[src/sv/dsgl_pkg.sv]
// shared types, widths and codes of the direct-sum gravity block
package dsgl_pkg;

  // default store depth
  localparam int MAX_BODIES_DEF = 1024;

  // word and datapath widths
  localparam int DATA_W   = 32;
  localparam int IDX_W    = 10;
  localparam int COUNT_W  = 11;
  localparam int S_W      = 68;   // sum of squares, even width for the root digits
  localparam int ROOT_W   = 34;
  localparam int SQ_STEPS = 34;
  localparam int NUM_W    = 112;  // G*m*|d| with 16 extra fraction bits
  localparam int DEN_W    = 101;  // s*root
  localparam int REM_W    = 102;
  localparam int QUO_W    = 32;
  localparam int TERM_W   = 33;

  // operation codes
  localparam logic [1:0] OP_LOAD = 2'd0;
  localparam logic [1:0] OP_STEP = 2'd1;
  localparam logic [1:0] OP_READ = 2'd2;

  // result kinds
  localparam logic KIND_READ = 1'b0;
  localparam logic KIND_DONE = 1'b1;

  // register indexes
  localparam logic [1:0] REG_GRAVITY  = 2'd0;
  localparam logic [1:0] REG_SOFTEN   = 2'd1;
  localparam logic [1:0] REG_TIMESTEP = 2'd2;
  localparam logic [1:0] REG_COUNT    = 2'd3;

  // register reset values
  localparam logic [31:0] GRAVITY_RST  = 32'd65536;
  localparam logic [31:0] SOFTEN_RST   = 32'd655;
  localparam logic [31:0] TIMESTEP_RST = 32'd655;

  typedef struct packed {
    logic [1:0]         operation;
    logic [9:0]         body_index;
    logic signed [31:0] load_pos_x;
    logic signed [31:0] load_pos_y;
    logic signed [31:0] load_pos_z;
    logic signed [31:0] load_vel_x;
    logic signed [31:0] load_vel_y;
    logic signed [31:0] load_vel_z;
    logic signed [31:0] load_acc_x;
    logic signed [31:0] load_acc_y;
    logic signed [31:0] load_acc_z;
    logic [31:0]        load_mass;
  } in_item_t;

  typedef struct packed {
    logic               kind;
    logic [9:0]         out_index;
    logic signed [31:0] out_pos_x;
    logic signed [31:0] out_pos_y;
    logic signed [31:0] out_pos_z;
    logic signed [31:0] out_vel_x;
    logic signed [31:0] out_vel_y;
    logic signed [31:0] out_vel_z;
    logic signed [31:0] out_acc_x;
    logic signed [31:0] out_acc_y;
    logic signed [31:0] out_acc_z;
  } out_item_t;

  // one store entry, axis 0 is x
  typedef struct packed {
    logic [2:0][31:0] pos;
    logic [2:0][31:0] vel;
    logic [2:0][31:0] acc;
    logic [31:0]      mass;
  } body_t;

  // divider lane control
  typedef struct packed {
    logic load;
    logic step;
  } div_ctl_t;

endpackage

[src/sv/dsgl_divlane.sv]
// restoring divider lane: min(floor(num/den), 2^32), one quotient bit per cycle while step is high
module dsgl_divlane (
  input  logic                         clk,
  input  dsgl_pkg::div_ctl_t           ctl,
  input  logic [dsgl_pkg::NUM_W-1:0]   num,
  input  logic [dsgl_pkg::DEN_W-1:0]   den,
  output logic [dsgl_pkg::TERM_W-1:0]  term
);

  logic [dsgl_pkg::REM_W-1:0] rem_r;
  logic [dsgl_pkg::QUO_W-1:0] low_r;
  logic [dsgl_pkg::QUO_W-1:0] q_r;
  logic                       clamp_r;
  logic [dsgl_pkg::REM_W-1:0] rem_sh;
  logic [dsgl_pkg::REM_W-1:0] num_top;
  logic                       ge;

  // shift in the next dividend bit and trial subtract
  assign rem_sh  = {rem_r[dsgl_pkg::DEN_W-1:0], low_r[dsgl_pkg::QUO_W-1]};
  assign ge      = rem_sh >= dsgl_pkg::REM_W'(den);
  assign num_top = dsgl_pkg::REM_W'(num[dsgl_pkg::NUM_W-1:dsgl_pkg::QUO_W]);

  always_ff @(posedge clk) begin
    if (ctl.load) begin
      rem_r   <= num_top;
      low_r   <= num[dsgl_pkg::QUO_W-1:0];
      q_r     <= '0;
      clamp_r <= num_top >= dsgl_pkg::REM_W'(den);
    end else if (ctl.step) begin
      rem_r <= ge ? rem_sh - dsgl_pkg::REM_W'(den) : rem_sh;
      low_r <= {low_r[dsgl_pkg::QUO_W-2:0], 1'b0};
      q_r   <= {q_r[dsgl_pkg::QUO_W-2:0], ge};
    end
  end

  // quotient of 2^32 or more clamps
  assign term = clamp_r ? {1'b1, {dsgl_pkg::QUO_W{1'b0}}} : dsgl_pkg::TERM_W'(q_r);

endmodule

[config.mk]
export PLATFORM = sky130hd
export DESIGN_NAME = dsgl_divlane
export DESIGN_NICKNAME = d
export VERILOG_FILES = /design/src/sv/dsgl_pkg.sv /design/src/sv/dsgl_divlane.sv
export SDC_FILE = /design/constraint.sdc
export NUM_CORES = 1
export LEC_CHECK = 0
export ABC_AREA = 0
export BUFFER_PORTS_ARGS = -buffer_cell sky130_fd_sc_hd__buf_2
export CAP_MARGIN = 20
export CORE_MARGIN = 3
export CORE_UTILIZATION = 55
export DETAILED_ROUTE_END_ITERATION = 10
export PLACE_DENSITY = 0.79
export SYNTH_ARGS = -nofsm -noshare
export SYNTH_HDL_FRONTEND = slang
export SYNTH_SLANG_ARGS = --single-unit
export TNS_END_PERCENT = 20
[constraint.sdc]
create_clock -name clk -period 5.5 [get_ports clk]
set_input_delay 1.1 -clock clk [delete_from_list [all_inputs] [get_ports clk]]
set_output_delay 1.1 -clock clk [all_outputs]
set_load 0.01 [all_outputs]
# Yosys cells after proc, flatten, opt, wreduce, memory -nomap -nowiden
# Cells that the tools add are included.
[classes]
n_reduce_logical = 1
mux = 6
n_addsub = 1
magnitude_cmp = 2
[op_table]
columns = ["op", "n"]
rows = [
  ["$mux W80", 2],
  ["$ge A102 B101 Y1", 1],
  ["$ge A80 B101 Y1", 1],
  ["$mux W101", 1],
  ["$sub A101 B101 Y101", 1],
  ["$mux W32", 2],
  ["$mux W33", 1],
  ["$reduce_bool A2 Y1", 1],
]
[totals]
ff_bits = 166
out_inout_bits = 33
wordCells = 15

# Longest topological paths before layout
[depth]
depth_word = 4
mapped_depth = 17

# Worst setup path before layout
# Ideal clock, no wire load.
[synth_timing]
path_type = "input port to flip-flop"
from = "in ctl[1] (netlist bit)"
to = "reg low_r[0] (netlist bit) (enable)"
path_buffers = 3
arrival_ns = 3.788
required_time_ns = 4.493
path_slack_ns = 0.704
cell_stages = 5
path_cell_list = "clkbuf_1 -> inv_1 -> clkbuf_1 -> clkbuf_1 -> nand2_1"
[synth_between]
elab_chain_cells = 1
[synth_lines]
columns = ["item", "line_no", "source"]
rows = [
  ["from (decl)", "dsgl_divlane.sv:4", "input dsgl_pkg::div_ctl_t ctl,"],
  ["$reduce_bool A2 Y1 (no line)", "n/a", ""],
  ["to (signal assigned)", "dsgl_divlane.sv:26", "low_r <= num[dsgl_pkg::QUO_W-1:0];"],
  ["to (signal assigned)", "dsgl_divlane.sv:31", "low_r <= {low_r[dsgl_pkg::QUO_W-2:0], 1'b0};"],
  ["to (decl)", "dsgl_divlane.sv:11", "logic [dsgl_pkg::QUO_W-1:0] low_r;"],
]
# No other way between the ends.
# A chain may end at the register's enable or synchronous reset.

# Final worst setup path
[layout_timing]
from = "in den[0] (netlist bit)"
to = "reg rem_r[0] (netlist bit), data pin"
[layout_between]
elab_chain_cells = 4
[layout_lines]
columns = ["item", "line_no", "source"]
rows = [
  ["from (decl)", "dsgl_divlane.sv:6", "input logic [dsgl_pkg::DEN_W-1:0] den,"],
  ["$sub A101 B101 Y101 or $ge A102 B101 Y1 (tied branches)", "dsgl_divlane.sv:30, dsgl_divlane.sv:20", ""],
  ["$mux W101 (*)", "dsgl_divlane.sv:30", "rem_r <= ge ? rem_sh - dsgl_pkg::REM_W'(den) : rem_sh;"],
  ["$mux W80 (*)", "dsgl_divlane.sv:29", "end else if (ctl.step) begin"],
  ["$mux W80 (*)", "dsgl_divlane.sv:24", "if (ctl.load) begin"],
  ["to (signal assigned)", "dsgl_divlane.sv:25", "rem_r <= num_top;"],
  ["to (signal assigned)", "dsgl_divlane.sv:30", ""],
  ["to (decl)", "dsgl_divlane.sv:10", "logic [dsgl_pkg::REM_W-1:0] rem_r;"],
]
# Mark *: on every way between the ends. The rest lies on a longest branch, timed or not. The select of a mux whose other input is x is not followed.

==> out/results.ini <==
[place]
dp.cells=2623
gp_congestion=1.01
dp_hpwl_mm=38.8
io_buffers=248

[logic_synthesis]
synth_edf_count=113
synthTopCellsByCount=a21oi_1, nand2_1, nor2_1
yosys_warnings=0
ys_seq_elements=166
netlist_top_cells_area=edfxtp_1, ha_1, a21oi_1
ys_types=92
synth-main-ff-cell=edfxtp_1
yosysTopAreaCell=edfxtp_1
ys_async_sr_fraction_pct=0
synth_seq_area_share_pct=26.6
synth_cells=2093
synth_top_cell_area_share_pct=20.3
synth_nets=2491
syn-cell-area_um2=16700
syn-mean-instance-area_um2=8.00
yosysMostFrequentCell=a21oi_1

[routing]
drc=0
vias=16334
firstDrtPassIters=5
wl_mm=50.1
wire_per_inst_um=18.9
postRouteAntennaNets=0
drt_iter0_markers=1500
viasPerCell=6.15

[timing]
skew_ns=0.0248
setup_viol=0
min_period_ns=4.56
worst_pin_slew_ns=1.04
setup_tns_ns=0
fin_crit_sh_pct=82.9
relSlewSlack_pct=30.8
hold_viol=0
slew_violations=0
rsz0062_at_grt=false
maxClockFrequency_mhz=219

[floorplanning]
fp.dieArea_um2=32600
rows=63
fp.dieH_um=180
io_pins=249
die_x_um=180
initial_utilization_pct=56.2
core_area_um2=29800

[global_routing]
grt_pass1_wl_mm=79.4
grt_pass1_vias=15793
antenna_found_initial=3
grt_max_degree=108
grt_use_total_pct=29.5
grt_overflow=0

[clock_network]
clock_latency_ns=0.47
cts_root_buf=clkbuf_16
cts_tree=built
clock_path_buffers=2
path_clk_slew_ns=0.08
cts.sinks=166
numCtsBuffers=17
cts-resized-gates=0
cts_hold_buffers=0
ctsHtreeMaxLevel=4
cts_setup_buffers=0

[pwr]
power_density_nw_per_um2=287
ir_worst_vdd_v=0.000190
leakage_nw=8.64

[outcome]
status=finished clean

[job]
cap_violations=0

[layout]
layoutNonFillerInstCount=2658
nets=2650
drive_above_1_share_pct=16.2
area_growth_pct=11.6

[critical_path]
cp-start-kind=input pin
arrival_ns=4.74
r2r_slack_ns=1.09
path_max_fanout=58
crit_required_ns=5.68
end_kind=flip-flop
critPathKind=in -> reg

[min_path]
hold_path_class=reg -> reg

final cells by class:
type / count / area (µm²)
inverters: 150 / 563
diodes: 3 / 7.51
flip-flops and latches: 166 / 4450
multi-input cells: 1656 / 11200
well taps: 390 / 488
repair buffers: 261 / 1380
clock buffers: 17 / 425
clock inverters: 15 / 175
fillers: 2647 / 11100
sequential cells by signal (all words and copies together), names as in the netlist:
signal   cells
low_r       32
q_r         32
clamp_r      1
rem_r      101
cells in the final DEF, fill, tap and decap left out, types with 41 or more instances in the layout:
cell      synthesis  routed
nand4_1          74      74
nor2_1          189     189
nor2b_1          41      41
a21oi_1         244     244
o21ai_0         156     156
inv_1           150     150
a21o_1           73      73
mux2i_1          48      48
nand2_1         194     193
edfxtp_1        113     113
buf_2            44     247
xnor2_1          45      45
dfxtp_1          53      53
ha_1            181     181
layer usage:
layer / track usage, % / up-vias / routed length [µm]
met2: 50.8 / 660 / 24300
met5: 0 / - / 0
li1: - / 7902 / -
met4: 11.0 / 0 / 1600
met3: 3.37 / 110 / 3100
met1: 38.1 / 7662 / 21100
power breakdown:
group | switching (W) | total, W | internal, W
combinational | 0.00152 | 0.00247 | 0.000954
clock | 0.000662 | 0.00128 | 0.000619
sequential | 0.0000915 | 0.00161 | 0.00152
total | 0.00227 | 0.00536 | 0.00309
worst max-delay path, stage by stage:
cell      delay [ns]
buf_2           0.09
ha_1            0.16
inv_1           0.05
fa_1            0.40
a21o_1          0.20
a221oi_2        0.44
nor3_1          0.12
or2_4           0.29
nand4_4         0.10
a21oi_2         0.10
o211ai_1        0.23
a22o_4          0.61
buf_4           0.44
nor2_1          0.08
a211oi_1        0.23
a21oi_1         0.07
cell families after synthesis:
kind of cell / count (synthesis) / share of synthesized area [%]
AOI/OAI and AO/OA: 669 / 24.8
muxes: 84 / 5.29
DFF: 166 / 26.6
buffers and inverters: 271 / 6.64
xor gates and xnor gates: 85 / 4.45
and+or+nand+nor: 636 / 18.5
adders and majority gates: 182 / 13.6
path summary, 6_finish.rpt:
| check | start | endpoint | cells past startpoint |
|---|---|---|---|
| worst max-delay path | den[0] | rem_r[0] | 16 |
| worst min-delay path | rem_r[92] | rem_r[92] | 2 |
| worst max register to register | low_r[31] | rem_r[0] | 16 |
| worst min register to register | rem_r[92] | rem_r[92] | 2 |
metrics by stage:
step	power [W]	setup WS [ns]	hold slack [ns]	utilization, %	cell area, µm²
2_1_floorplan	0.00345	0.704	0.452	-	16700
3_3_place_gp	0.00398	0.618	0.468	60.6	18100
3_5_place_dp	0.00403	0.509	0.484	60.6	18100
4_1_cts	0.00531	0.996	0.506	62.7	18700
5_1_grt	0.00567	0.662	0.528	62.7	18700
6_report	0.00536	0.939	0.512	62.7	18700
No activity file was read; power rests on OpenSTA's default activity.
